===== config.mk =====
export PLATFORM = sky130hd
export DESIGN_NAME = mpwf_queue
export DESIGN_NICKNAME = d
export VERILOG_FILES = /design/src/rtl/mirror_padded_window_filter_core_assert.svh /design/src/rtl/mpwf_pkg.sv /design/src/rtl/mpwf_queue.sv
export SDC_FILE = /design/constraint.sdc
export NUM_CORES = 1
export LEC_CHECK = 0
export BUFFER_PORTS_ARGS = -buffer_cell sky130_fd_sc_hd__buf_4
export CORE_MARGIN = 2
export CORE_UTILIZATION = 61
export DETAILED_ROUTE_END_ITERATION = 8
export PLACE_DENSITY_LB_ADDON = 0.3
export SLEW_MARGIN = 10
export SYNTH_ARGS = -nofsm -noshare
export SYNTH_HDL_FRONTEND = slang
export SYNTH_SLANG_ARGS = --single-unit

===== constraint.sdc =====
create_clock -name clk -period 4.58 [get_ports clk]
set_input_delay 0.229 -clock clk [delete_from_list [all_inputs] [get_ports clk]]
set_output_delay 0.229 -clock clk [all_outputs]
set_load 0.005 [all_outputs]

===== src/rtl/mirror_padded_window_filter_core_assert.svh =====
// Assertion macros used by the window filter back end.
`ifndef MIRROR_PADDED_WINDOW_FILTER_CORE_ASSERT_SVH
`define MIRROR_PADDED_WINDOW_FILTER_CORE_ASSERT_SVH
`ifndef SYNTHESIS
`define MPWF_ASSERT_IMP(lbl, clk, rstn, ante, cons) \
  lbl: assert property (@(posedge clk) disable iff (!rstn) (ante) |-> (cons)) \
    else $error("mpwf assertion failed");
`define MPWF_ASSERT_NXT(lbl, clk, rstn, ante, cons) \
  lbl: assert property (@(posedge clk) disable iff (!rstn) (ante) |=> (cons)) \
    else $error("mpwf assertion failed");
`else
`define MPWF_ASSERT_IMP(lbl, clk, rstn, ante, cons)
`define MPWF_ASSERT_NXT(lbl, clk, rstn, ante, cons)
`endif
`endif


===== src/rtl/mpwf_pkg.sv =====
// Shared types and constants of the window filter.
package mpwf_pkg;

  localparam int MAX_WIDTH_DEF   = 1024;
  localparam int MAX_RADIUS_DEF  = 2;
  localparam int WEIGHT_BITS_DEF = 16;

  localparam int COL_W  = 11;
  localparam int ROW_W  = 13;
  localparam int SLOT_W = 3;
  localparam int CNT_W  = 2;
  localparam int RAD_W  = 2;
  localparam int QDEPTH = 4;

  localparam int MIN_SIDE   = 5;
  localparam int MAX_HEIGHT = 4096;

  // floor(x / 9) and floor(x / 25) for x < 8192 via reciprocal multiply
  localparam int RECIP_SHIFT = 18;
  localparam int RECIP_W     = 15;
  localparam logic [RECIP_W-1:0] RECIP_R1 = 15'd29128;
  localparam logic [RECIP_W-1:0] RECIP_R2 = 15'd10486;

  localparam logic              MODE_RST   = 1'b0;
  localparam logic [RAD_W-1:0]  RADIUS_RST = 2'd1;
  localparam logic [COL_W-1:0]  WIDTH_RST  = 11'd768;
  localparam logic [ROW_W-1:0]  HEIGHT_RST = 13'd512;
  localparam logic [63:0]       WNEAR_RST  = 64'd397459147319552190;
  localparam logic [31:0]       WFAR_RST   = 32'd12518232;

  typedef enum logic [2:0] {
    CFG_MODE   = 3'd0,
    CFG_RADIUS = 3'd1,
    CFG_WIDTH  = 3'd2,
    CFG_HEIGHT = 3'd3,
    CFG_WNEAR  = 3'd4,
    CFG_WFAR   = 3'd5
  } cfg_idx_t;

  typedef struct packed {
    logic [RAD_W-1:0] rad;
    logic [COL_W-1:0] width;
    logic [ROW_W-1:0] height;
  } geo_t;

  typedef struct packed {
    logic        mode;
    logic [63:0] wnear;
    logic [31:0] wfar;
  } coef_t;

  typedef struct packed {
    logic              wr;
    logic [7:0]        pix;
    logic [SLOT_W-1:0] slot;
    logic [COL_W-1:0]  col;
    logic [CNT_W-1:0]  cnt;
  } q_entry_t;

endpackage


===== src/rtl/mpwf_queue.sv =====
// Short request queue between the front and back ends.
module mpwf_queue import mpwf_pkg::*; #(
  parameter int DEPTH = QDEPTH
) (
  input  logic     clk,
  input  logic     rst_n,
  input  logic     push,
  input  q_entry_t din,
  output logic     full,
  input  logic     pop,
  output q_entry_t dout,
  output logic     empty
);

  localparam int PW = (DEPTH > 1) ? $clog2(DEPTH) : 1;
  localparam int NW = $clog2(DEPTH + 1);

  q_entry_t        mem_r [DEPTH];
  logic [PW-1:0]   wp_r, rp_r;
  logic [NW-1:0]   num_r;

  assign full  = (num_r == NW'(DEPTH));
  assign empty = (num_r == '0);
  assign dout  = mem_r[rp_r];

  always_ff @(posedge clk) begin
    if (push) begin
      mem_r[wp_r] <= din;
    end
  end

  always_ff @(posedge clk) begin
    if (!rst_n) begin
      wp_r  <= '0;
      rp_r  <= '0;
      num_r <= '0;
    end else begin
      if (push) begin
        wp_r <= (wp_r == PW'(DEPTH - 1)) ? '0 : wp_r + 1'b1;
      end
      if (pop) begin
        rp_r <= (rp_r == PW'(DEPTH - 1)) ? '0 : rp_r + 1'b1;
      end
      if (push && !pop) begin
        num_r <= num_r + 1'b1;
      end else if (pop && !push) begin
        num_r <= num_r - 1'b1;
      end
    end
  end

endmodule


### Yosys cells after proc, flatten, opt, wreduce, memory -nomap -nowiden

Memory sizes are Yosys's and may differ from the RTL's. A register that Yosys moved wholly into a read port is not among the register bits.
Index checks and enable logic that the tools add are counted.

| cells by class | value |
|---|---|
| bitwise operators | 0 |
| div/mod/pow operators | 0 |
| shift-type cells | 0 |
| magnitude comparators | 0 |
| reduce and logical (&&, ||, !) cells | 6 |
| $add $sub $neg | 4 |
| eq/ne operators | 3 |
| multiplexer cells | 8 |
| $mul | 0 |

Operator list:

| operator | number |
|---|---|
| $mux W2 | 4 |
| $mux W3 | 2 |
| $add A2 B1 Y2 const B | 2 |
| $eq A2 B2 Y1 const B | 2 |
| $add A3 B1 Y3 const B | 1 |
| $eq A3 B3 Y1 const B | 1 |
| $logic_not A3 Y1 | 1 |
| $sub A3 B1 Y3 const B | 1 |
| $logic_and A1 B1 Y1 | 2 |
| $logic_not A1 Y1 | 2 |
| $mux W1 | 2 |
| $reduce_bool A2 Y1 | 1 |

| storage, ports and cells | value |
|---|---|
| RAM bits | 100 |
| memories kept | 1 |
| word-level logic and storage cells | 25 |
| ROM bits | 0 |
| bits of input ports | 29 |
| flip-flop bits (word level) | 7 |
| bits in latches | 0 |

Memories:

| memory | words | bits a word | read ports | clocked after Yosys merged registers in | wr ports | line | source |
|---|---|---|---|---|---|---|---|
| mem_r | 4 | 25 | 1 | 1 | 1 | mpwf_queue.sv:18 | `q_entry_t mem_r [DEPTH];` |

### Logic depth before layout (Yosys ltp)

| logic depth | value |
|---|---|
| depth in word-level cells | 4 |
| depth in mapped cells | 7 |
| gate-level depth less buffers | 7 |

### Worst setup path before layout

Ideal clock, no wire load.

| timing | value |
|---|---|
| path kind | register to register |
| from | register wp_r[0] |
| to | memory mem_r[3][0] (netlist name) (enable) |
| data required time | 4.196 ns |
| setup slack | 3.012 ns |
| cell stages (with the launch flop) | 3 |
| arrival time | 1.185 ns |
| library setup time | 0.384 ns |
| cell sequence | dfxtp_1 ha_1 and2_1 |

RTL lines:

| element | line | source |
|---|---|---|
| start: declaration | mpwf_queue.sv:19 | `logic [PW-1:0] wp_r, rp_r;` |
| start signal: assignment | mpwf_queue.sv:39 | `wp_r <= (wp_r == PW'(DEPTH - 1)) ? '0 : wp_r + 1'b1;` |
| end: declaration | mpwf_queue.sv:18 |  |

No word-level cell before the write port.

==> impl_metrics.env <==
export IMPL_status="finished clean"
export IMPL_yosys_area_top_type_share=0.731
export IMPL_instances_no_fill=322
export IMPL_post_cts_buffers=0
export IMPL_start_util=0.640
export IMPL_power_density_nw_per_um2=397
export IMPL_ys_seq_area_frac=0.775
export IMPL_area_growth_pct=16.1
export IMPL_numCtsBuffers=9
export IMPL_synth_cells=175
export IMPL_r2r_start="wp_r[0]"
export IMPL_core_area_um2=6420
export IMPL_routed_via_density=5.71
export IMPL_min_period_over_period=0.511
export IMPL_cts_tree="built"
export IMPL_worst_slew_pin_slew_ns=0.863
export IMPL_hpwlAfterDp_um=3840
export IMPL_max_slew_margin_rel=0.425
export IMPL_finalSetupViolations=0
export IMPL_io_buffers=55
export IMPL_cts_resized=0
export IMPL_synth_cell_types=23
export IMPL_layout_nets=276
export IMPL_place_inst=306
export IMPL_rr_worst_depth=3
export IMPL_drive_above_1_share=0.376
export IMPL_route_vias_total=1838
export IMPL_diodes=0
export IMPL_die_h_um=86.1
export IMPL_grt_pass1_wl_um=9660
export IMPL_wl_per_cell_um=19.5
export IMPL_ys_flop_type="edfxtp_1"
export IMPL_routed_wl_um=6280
export IMPL_io_pins=56
export IMPL_row_count=29
export IMPL_clkSinkCount=109
export IMPL_drc=0
export IMPL_layout_min_cycle_time_ns=2.34
export IMPL_dr_pass1_iters=4
export IMPL_cts_buffer_depth=2
export IMPL_htreeDepth=3
export IMPL_synth_edf_count=100
export IMPL_routabilityCongestion=0.670
export IMPL_critPathLaunchType="register"
export IMPL_synth_area_um2=4110
export IMPL_worstPathMaxFanout=25
export IMPL_chipWidth_um=86.1
export IMPL_grt_usage=0.184
export IMPL_finalHoldViolCount=0
export IMPL_final_common_cell="edfxtp_1"
export IMPL_synth_warnings=0
export IMPL_clock_fmax_ghz=0.427
export IMPL_avgSynthCellArea_um2=23.5
export IMPL_synth_largest_area_cell="edfxtp_1"
export IMPL_syn_num_nets=211
export IMPL_grt_pass1_vias=1875
export IMPL_maxCapViolations=0
export IMPL_ys_async_sr_fraction=0
export IMPL_overflow=0
export IMPL_hold_buffers=0
export IMPL_grt_max_degree=26
export IMPL_worst_ep_required_time_ns=4.35
export IMPL_ys_seq_elements=109
export IMPL_antenna_left=0
export IMPL_vdd_drop_max_uv=226
export IMPL_clk_pin_slew_ns=0.09
export IMPL_hold_start="din[12]"
export IMPL_timing_final_max_slew_violations=0
export IMPL_final_cell_mix="edfxtp_1, buf_4, mux4_2"
export IMPL_hp_class="input port to register"
export IMPL_path_class="register to output port"
export IMPL_rsz0062_at_grt="no"
export IMPL_worst_ep_arrival_time_ns=2.11
export IMPL_min_path_cells=1
export IMPL_die_area_um2=7410
export IMPL_power_leakage_uw=0.00166
export IMPL_fin_setup_tns_ns=0
export IMPL_drt_first_iter_violations=86
export IMPL_skew_ns=0.00731
export IMPL_antenna_found_initial=0
export IMPL_ys_top_cells_by_area="edfxtp_1, mux4_2, dfxtp_1"
export IMPL_clk_latency_ns=0.36
export IMPL_clockRootBuffer="clkbuf_8"
export IMPL_worst_setup_path_end_kind="output port"
==> final cells by class <==
type,instances,area [um2]
Sequential cell,109,3180
Fill cell,386,1650
Multi-Input combinational cell,56,845
Timing Repair Buffer,60,450
Clock buffer,10,128
Tap cell,77,96.3
Clock inverter,6,53.8
Inverter,4,15.0
==> per-layer routing <==
| metal | vias to the layer above | part of all wire | global-route usage |
|---|---|---|---|
| li1 | 848 | - | - |
| met1 | 939 | 0.40 | 0.218 |
| met2 | 40 | 0.54 | 0.314 |
| met3 | 11 | 0.042 | 0.0520 |
| met4 | 0 | 0.020 | 0.0794 |
| met5 | - | 0 | 0 |
==> sequential cells by signal, indices dropped and copies added (netlist names), named ones only <==
| register | count |
|---|---|
| mem_r | 100 |
| wp_r | 2 |
| rp_r | 2 |
| num_r | 3 |
==> worst paths after layout <==
kind             endpoint  slack [ns]
max              dout[18]        2.24
min reg2reg      num_r[2]        0.52
max reg2reg   mem_r[3][0]        2.93
min          mem_r[0][12]        0.06
==> stage by stage <==
step                      hold WS (ns)  utilization  power [uW]  worst slack [ns]  area [um2]
after floorplan                  0.328            -        1280              3.01        4110
after global placement           0.430        0.715        1370              2.58        4590
after detailed placement         0.433        0.715        1380              2.57        4590
after CTS                       0.0440        0.743        1910              2.18        4770
after global routing            0.0411        0.743        1960              2.08        4770
final                           0.0641        0.743        1890              2.24        4770
==> critical path, stage by stage (launching register included) <==
cell and delay (ns):
dfxtp_2 0.90, mux4_1 0.69, buf_4 0.16
==> Yosys cell counts, types with 2 or more instances <==
| cell type | number |
|---|---|
| edfxtp_1 | 100 |
| mux4_2 | 20 |
| dfxtp_1 | 9 |
| ha_1 | 6 |
| and2_1 | 5 |
| mux4_1 | 5 |
| nor2b_1 | 5 |
| inv_1 | 4 |
| mux2i_1 | 4 |
| buf_12 | 2 |
| buf_2 | 2 |
| nor3_1 | 2 |
==> logic make-up after synthesis <==
logic type               synth area share
adder cells (fa/ha/maj)            0.0231
multiplexers                        0.151
XOR/XNOR                          0.00426
AND/OR/NAND/NOR                    0.0219
AO/OA/AOI/OAI                     0.00487
buffers and inverters              0.0198
flip-flops                          0.775
==> power by group <==
group / total, uW / switching [uW] / internal, uW
logic: 193 / 78.6 / 114
registers: 1160 / 27.3 / 1140
clock network: 537 / 290 / 247
(Power assumes the default switching activity.)
