[src/rtl/mirror_padded_window_filter_core_assert.svh]
// Assertion macros used by the window filter back end.
`ifndef MIRROR_PADDED_WINDOW_FILTER_CORE_ASSERT_SVH
`define MIRROR_PADDED_WINDOW_FILTER_CORE_ASSERT_SVH
`ifndef SYNTHESIS
`define MPWF_ASSERT_IMP(lbl, clk, rstn, ante, cons) \
  lbl: assert property (@(posedge clk) disable iff (!rstn) (ante) |-> (cons)) \
    else $error("mpwf assertion failed");
`define MPWF_ASSERT_NXT(lbl, clk, rstn, ante, cons) \
  lbl: assert property (@(posedge clk) disable iff (!rstn) (ante) |=> (cons)) \
    else $error("mpwf assertion failed");
`else
`define MPWF_ASSERT_IMP(lbl, clk, rstn, ante, cons)
`define MPWF_ASSERT_NXT(lbl, clk, rstn, ante, cons)
`endif
`endif

[src/rtl/mpwf_pkg.sv]
// Shared types and constants of the window filter.
package mpwf_pkg;

  localparam int MAX_WIDTH_DEF   = 1024;
  localparam int MAX_RADIUS_DEF  = 2;
  localparam int WEIGHT_BITS_DEF = 16;

  localparam int COL_W  = 11;
  localparam int ROW_W  = 13;
  localparam int SLOT_W = 3;
  localparam int CNT_W  = 2;
  localparam int RAD_W  = 2;
  localparam int QDEPTH = 4;

  localparam int MIN_SIDE   = 5;
  localparam int MAX_HEIGHT = 4096;

  // floor(x / 9) and floor(x / 25) for x < 8192 via reciprocal multiply
  localparam int RECIP_SHIFT = 18;
  localparam int RECIP_W     = 15;
  localparam logic [RECIP_W-1:0] RECIP_R1 = 15'd29128;
  localparam logic [RECIP_W-1:0] RECIP_R2 = 15'd10486;

  localparam logic              MODE_RST   = 1'b0;
  localparam logic [RAD_W-1:0]  RADIUS_RST = 2'd1;
  localparam logic [COL_W-1:0]  WIDTH_RST  = 11'd768;
  localparam logic [ROW_W-1:0]  HEIGHT_RST = 13'd512;
  localparam logic [63:0]       WNEAR_RST  = 64'd397459147319552190;
  localparam logic [31:0]       WFAR_RST   = 32'd12518232;

  typedef enum logic [2:0] {
    CFG_MODE   = 3'd0,
    CFG_RADIUS = 3'd1,
    CFG_WIDTH  = 3'd2,
    CFG_HEIGHT = 3'd3,
    CFG_WNEAR  = 3'd4,
    CFG_WFAR   = 3'd5
  } cfg_idx_t;

  typedef struct packed {
    logic [RAD_W-1:0] rad;
    logic [COL_W-1:0] width;
    logic [ROW_W-1:0] height;
  } geo_t;

  typedef struct packed {
    logic        mode;
    logic [63:0] wnear;
    logic [31:0] wfar;
  } coef_t;

  typedef struct packed {
    logic              wr;
    logic [7:0]        pix;
    logic [SLOT_W-1:0] slot;
    logic [COL_W-1:0]  col;
    logic [CNT_W-1:0]  cnt;
  } q_entry_t;

endpackage

[src/rtl/mpwf_front.sv]
// Front end: tracks the input position and classifies each request.
module mpwf_front import mpwf_pkg::*; #(
  parameter int MAX_RADIUS = MAX_RADIUS_DEF
) (
  input  logic     clk,
  input  logic     rst_n,
  input  logic     in_valid,
  output logic     in_ready,
  input  logic     in_cmd,
  input  logic [7:0] in_pixel_in,
  input  geo_t     geo,
  input  logic     restart,
  output logic     q_push,
  output q_entry_t q_data,
  input  logic     q_full
);

  localparam int LINE_ROWS = 2 * MAX_RADIUS + 1;

  logic [ROW_W-1:0]  in_row_r;
  logic [COL_W-1:0]  in_col_r;
  logic [SLOT_W-1:0] in_slot_r;

  logic             take, row_ok, drop, out_ok, last_col, done;
  logic [CNT_W-1:0] cnt;

  assign in_ready = !q_full;
  assign take     = in_valid && in_ready;
  assign row_ok   = in_row_r < geo.height;
  assign drop     = row_ok && in_cmd;       // drain before the frame is complete
  assign out_ok   = (in_row_r >= ROW_W'(geo.rad)) && (in_col_r >= COL_W'(geo.rad));
  assign last_col = in_col_r == (geo.width - COL_W'(1));
  assign done     = last_col &&
                    (in_row_r == (geo.height - ROW_W'(1) + ROW_W'(geo.rad)));

  always_comb begin
    if (!out_ok) begin
      cnt = '0;
    end else if (last_col) begin
      cnt = CNT_W'(geo.rad) + CNT_W'(1);
    end else begin
      cnt = CNT_W'(1);
    end
  end

  assign q_push      = take && !drop && (row_ok || (cnt != '0));
  assign q_data.wr   = row_ok;
  assign q_data.pix  = in_pixel_in;
  assign q_data.slot = in_slot_r;
  assign q_data.col  = in_col_r;
  assign q_data.cnt  = cnt;

  always_ff @(posedge clk) begin
    if (!rst_n || restart) begin
      in_row_r  <= '0;
      in_col_r  <= '0;
      in_slot_r <= '0;
    end else if (take && !drop) begin
      if (done) begin
        in_row_r  <= '0;
        in_col_r  <= '0;
        in_slot_r <= '0;
      end else if (last_col) begin
        in_col_r  <= '0;
        in_row_r  <= in_row_r + 1'b1;
        in_slot_r <= (in_slot_r == SLOT_W'(LINE_ROWS - 1)) ? '0 : in_slot_r + 1'b1;
      end else begin
        in_col_r <= in_col_r + 1'b1;
      end
    end
  end

endmodule

[config.mk]
export PLATFORM = sky130hd
export DESIGN_NAME = mpwf_front
export DESIGN_NICKNAME = d
export VERILOG_FILES = /design/src/rtl/mirror_padded_window_filter_core_assert.svh /design/src/rtl/mpwf_pkg.sv /design/src/rtl/mpwf_front.sv
export SDC_FILE = /design/constraint.sdc
export NUM_CORES = 1
export LEC_CHECK = 0
export BUFFER_PORTS_ARGS = -buffer_cell sky130_fd_sc_hd__buf_4
export CAP_MARGIN = 30
export CORE_MARGIN = 4
export CORE_UTILIZATION = 35
export CTS_CLUSTER_DIAMETER = 80
export DETAILED_ROUTE_END_ITERATION = 8
export PLACE_DENSITY = 0.54
export SLEW_MARGIN = 20
export SYNTH_ARGS = -nofsm -noshare
export SYNTH_HDL_FRONTEND = slang
export SYNTH_SLANG_ARGS = --single-unit
[constraint.sdc]
create_clock -name clk -period 3 [get_ports clk]
set_input_delay 0.6 -clock clk [delete_from_list [all_inputs] [get_ports clk]]
set_output_delay 0.6 -clock clk [all_outputs]
set_load 0.01 [all_outputs]
======== Word level (Yosys, flattened, before mapping) ========
Index checks and enable logic that the tools add are counted.
storage, ports and cells
  output and inout port bits .............. 27
  register bits after elaboration ......... 27
  logic and storage cells ................. 39
operators by class
  mux-type cells .......................... 9
  reduce and logical (&&, ||, !) cells .... 14
  add/subtract/negate cells ............... 7
  $lt $le $gt $ge ......................... 3
  equal/unequal tests ..................... 3
operators with widths
  cell                                                                  number
  13-bit two-way mux                                                    2
  11-bit two-way mux                                                    2
  13-bit by 1-bit adder with 13-bit output, second input constant       1
  13-bit by 2-bit adder with 13-bit output                              1
  13-bit == test                                                        1
  13-bit by 2-bit greater-or-equal comparator with 1-bit output         1
  13-bit < comparator                                                   1
  13-bit by 1-bit subtractor with 13-bit output, second input constant  1
  11-bit by 1-bit adder with 11-bit output, second input constant       1
  11-bit == test                                                        1
  11-bit by 2-bit greater-or-equal comparator with 1-bit output         1
  11-bit by 1-bit subtractor with 11-bit output, second input constant  1
  3-bit two-way mux                                                     3
  1-bit logical AND                                                     6
  2-bit two-way mux                                                     2
  2-bit nonzero test                                                    2
  3-bit by 1-bit adder with 3-bit output, second input constant         1
  3-bit == test, second input constant                                  1
  1-bit zero test                                                       3
  2-bit by 1-bit adder with 2-bit output, second input constant         1
  1-bit logical OR                                                      2
  2-bit AND reduction                                                   1

======== Depth between registers and ports, before layout ========
  depth in word-level cells ............... 7
  mapped depth ............................ 15

======== Worst setup path before layout ========
OpenSTA, ideal clock, no wires.
  path kind ............................... input port to output port
  from .................................... in geo[13] (netlist bit)
  to ...................................... out q_push
  path buffers ............................ 0
  slack ................................... -0.286 ns
  required time ........................... 2.400 ns
  cell stages on the path ................. 10
  arrival ................................. 2.686 ns
  cell sequence ........................... inv_1 ha_1 nor2b_1 or3_1 a31o_1 nor4_4 and2_2 nor3b_1 nor3_1 nor2_1
RTL lines
  what         line              text
  from (decl)  mpwf_front.sv:11  input geo_t geo,
  to (decl)    mpwf_front.sv:13  output logic q_push,

======== Worst setup path after layout ========
  from .................................... in geo[14] (netlist bit)
  to ...................................... out q_push
on the way
  word-level cells in the longest chain between the ends .. 7
ends and longest elaborated chain
  what                                           line              text
  11-bit by 1-bit subtractor with 11-bit output  mpwf_front.sv:32  assign last_col = in_col_r == (geo.width - COL_W'(1));
  11-bit == test                                 mpwf_front.sv:32
  2-bit two-way mux                              mpwf_front.sv:39  end else if (last_col) begin
  2-bit two-way mux                              mpwf_front.sv:37  if (!out_ok) begin
  2-bit nonzero test                             mpwf_front.sv:46  assign q_push = take && !drop && (row_ok || (cnt != '0));
  1-bit logical OR                               mpwf_front.sv:46
  1-bit logical AND                              mpwf_front.sv:46
No other way between the ends.

==> metrics.md <==
| Metric | Value |
|---|---|
| Worst vdd rail ir drop | 130 uV |
| Drt via density | 5.12 |
| Sum of net half-perimeters after detailed placement | 6.56 mm |
| Violated checks | setup timing |
| Largest fanout on the critical path | 4 |
| Core area | 0.00830 mm^2 |
| Overall die area | 0.0101 mm^2 |
| Vias after detailed routing | 2999 |
| Num CTS Buffers | 3 |
| IO buf count | 50 |
| Total power | 917 uW |
| Post-placement cell area | 0.00384 mm^2 |
| Area grow syn2layout | 34.9% |
| Wire length per cell after detailed routing | 13.7 um |
| Clk slew on worst S/H paths | 0.10 ns |
| Chip height | 101 um |
| Sequential element share of the synthesized area | 0.180 |
| Drt pass-1 iters | 4 |
| Sum of buffers and inverters on the critical path | 4 |
| Clock tree from TritonCTS | yes |
| Iteration-0 DRC Markers | 123 |
| Total non-filler cell area in the finished layout | 0.00405 mm^2 |
| Share of flip-flops with an asynchronous set or reset | 0 |
| Total congestion overflow after global routing | 0 |
| Worst Setup Slack post-DPL | -0.376 ns |
| Count of pins on the block boundary | 67 |
| Clock period minus worst slack | 3.11 ns |
| Total inserted antenna cells | 0 |
| Number of setup violations in the final report | 3 |
| Worst slew margin | 0.684 |
| Area of the multi-input gates | 0.00234 mm^2 |
| Starting utilization of the core area | 0.362 |
| FF/Latch Area | 541 um^2 |
| Most frequent cells in the layout | sky130_fd_sc_hd__buf_4 (93), sky130_fd_sc_hd__nand2_1 (32), sky130_fd_sc_hd__ha_1 (31) |
| Unrepaired setup endpoints after global routing | true |
| R2R depth | 9 |
| Net count after synthesis | 472 |
| Worst path cell trace | buf_8 > inv_4 > ha_4 > nor4b_4 > buf_4 > and4bb_2 > o22ai_1 > a22oi_2 > and2_4 > nor3b_4 > nor3_2 > nor2_1 > buf_4 |
| Measured slew at the worst slew-check pin | 0.467 ns |
| Number of failing hold endpoints at the final stage | 0 |
| Std-Cell Rows | 33 |
| Worst hold path stage count | 2 |
| Result of the run | complete, but fails checks |
| Kind of critical path | input port to output pin |
| Die width | 101 um |
| Cell area after synthesis | 0.00300 mm^2 |
| Largest net degree at the start of global routing | 23 |
| Number of levels in the clock H-tree | 1 |
| Final setup margin | -0.109 ns |
| Arrival time worst endpoint | 2.51 ns |
| Library cell appearing most often on the critical path | sky130_fd_sc_hd__buf_4 |
| Worst hold path type | flop to flop |
| LEAKAGE | 1.76 nW |
| Via count of the first global-routing pass | 2876 |
| Count of state elements after synthesis | 27 |
| Share of the clock period used by the worst path after layout | 1.04 |
| Count of different cell masters after synthesis | 54 |
| Final RePlAce weighted congestion | 0.894 |
| Average instance area after synthesis | 7.57 um^2 |
| Final net count | 557 |
| Aggregate global-route resource usage | 0.160 |
| Count of pins over their slew limit | 0 |
| Type of element launching the critical path | input port |
| CTS root buffer | sky130_fd_sc_hd__clkbuf_8 |
| Req. time, crit path | 2.40 ns |
| Number of instances in the synthesized netlist | 397 |
| Post-route DRC | 0 |
| Number of max-cap violations | 0 |
| Share of final-layout standard cells stronger than drive strength 1 | 0.312 |
| Achievable clock frequency | 322 MHz |
| Yosys Warn Count | 0 |
| Power per cell area | 226 mW/mm^2 |
| Number of antenna-violating nets in the routed design | 0 |
| Number of enable flip-flop cells after synthesis | 0 |
| Element type at the critical path end | output pin |
| Standard cell with the maximum stage delay on the critical path | sky130_fd_sc_hd__nor4b_4 |
| Family with the most delay on the worst path | simple AND/OR/NAND/NOR gates |
| Post-synth top flop | sky130_fd_sc_hd__dfxtp_1 |
| Cell count along the critical path | 13 |
| Initial antenna violation count | 0 |
| Wire length of the first global-routing pass | 13.4 mm |
| Clk_skew | 0.00687 ns |
| Total clock sinks | 27 |
| Critical path's largest stage delay | 0.30 ns |
| Maximum count of clock buffers along a single path | 2 |
| Commonest non-fill, non-tap cell in the layout | sky130_fd_sc_hd__buf_4 |
| Layout fillers | 835 |
| Final wirelength | 8.02 mm |
| Insertion delay of the later-clocked pin in the worst-skew pair | 0.28 ns |
==> cell type report <==
cell class              count  area share
inverters                  34      0.0377
repair buffers            103       0.209
flip-flops and latches     27       0.133
well taps                 105      0.0324
clock buffers               4      0.0111
multi-input cells         313       0.576
==> routing by layer <==
metal | track usage | vias up | part of all wire
met4 | 0.0352 | 0 | 0.017
met1 | 0.217 | 1373 | 0.47
met3 | 0.0263 | 12 | 0.044
met2 | 0.267 | 63 | 0.47
met5 | 0 | - | 0
li1 | - | 1551 | -
==> synth_stat cells (4+ instances only) <==
master                     instances  area [um^2]
sky130_fd_sc_hd__nor2_1           36          135
sky130_fd_sc_hd__ha_1             34          425
sky130_fd_sc_hd__inv_1            34          128
sky130_fd_sc_hd__nand2_1          32          120
sky130_fd_sc_hd__xnor2_1          30          263
sky130_fd_sc_hd__dfxtp_1          27          541
sky130_fd_sc_hd__a21oi_1          25          125
sky130_fd_sc_hd__xor2_1           19          166
sky130_fd_sc_hd__o21ai_0          18         90.1
sky130_fd_sc_hd__nand3_1          13         65.1
sky130_fd_sc_hd__nand4_1          13         81.3
sky130_fd_sc_hd__buf_4            10         75.1
sky130_fd_sc_hd__nor3_1           10         50.1
sky130_fd_sc_hd__clkbuf_1          9         33.8
sky130_fd_sc_hd__nor4_1            8         50.1
sky130_fd_sc_hd__or3_1             6         37.5
sky130_fd_sc_hd__a21o_1            5         37.5
sky130_fd_sc_hd__and3_1            5         31.3
sky130_fd_sc_hd__nor2b_1           5         31.3
sky130_fd_sc_hd__nand2b_1          4         25.0
sky130_fd_sc_hd__nor3_2            4         40.0
==> power by group <==
part | switching (mW) | internal, mW
Sequential | 0.000634 | 0.358
Combinational | 0.170 | 0.171
Clock | 0.121 | 0.0955
Total | 0.292 | 0.625
==> flip-flops by register name, indices dropped and copies added (netlist names) <==
register   cells
in_slot_r      3
in_row_r      13
in_col_r      11
==> path summary, 6_finish.rpt <==
check	startpoint	to	slack, ns
max	geo[14]	q_push	-0.11
min	in_slot_r[1]	in_slot_r[1]	0.49
max reg2reg	in_row_r[12]	in_col_r[6]	0.42
min reg2reg	in_slot_r[1]	in_slot_r[1]	0.49
==> timing repair <==
item                                    CTS  global route
setup buffers                             0             3
gates cloned                              0             0
gates resized for setup                  18            23
endpoints found under the setup margin   19            19
hold buffers                              0             0
pin swaps                                13            14
==> tightest hold or removal path, delay by kind of cell, from the launching register on <==
kind / cells / cell delay [ns]
DFF: 1 / 0.35
and+or+nand+nor: 1 / 0.06
AOI/OAI and AO/OA: 1 / 0.05
==> kinds of logic (layout without fill, tap and decap cells) <==
kind of cell	after synthesis	count (layout)	synth area share
AO/OA/AOI/OAI	76	76	0.165
adder cells (fa/ha/maj)	35	35	0.148
XOR/XNOR	49	49	0.143
buffers and inverters	57	141	0.0875
flip-flops	27	27	0.180
AND/OR/NAND/NOR	153	153	0.277
==> stage by stage <==
stage                     hold WS (ns)  TNS (ns)  cells  utilization
after floorplan                  0.503    -0.836    397            -
after global placement           0.483     -5.28    579        0.462
after detailed placement         0.487     -6.37    579        0.462
after CTS                        0.498    -0.374    583        0.477
after global routing             0.526     -1.63    586        0.488
final                            0.495    -0.165    586        0.488
No activity file was read; power rests on OpenSTA's default activity.
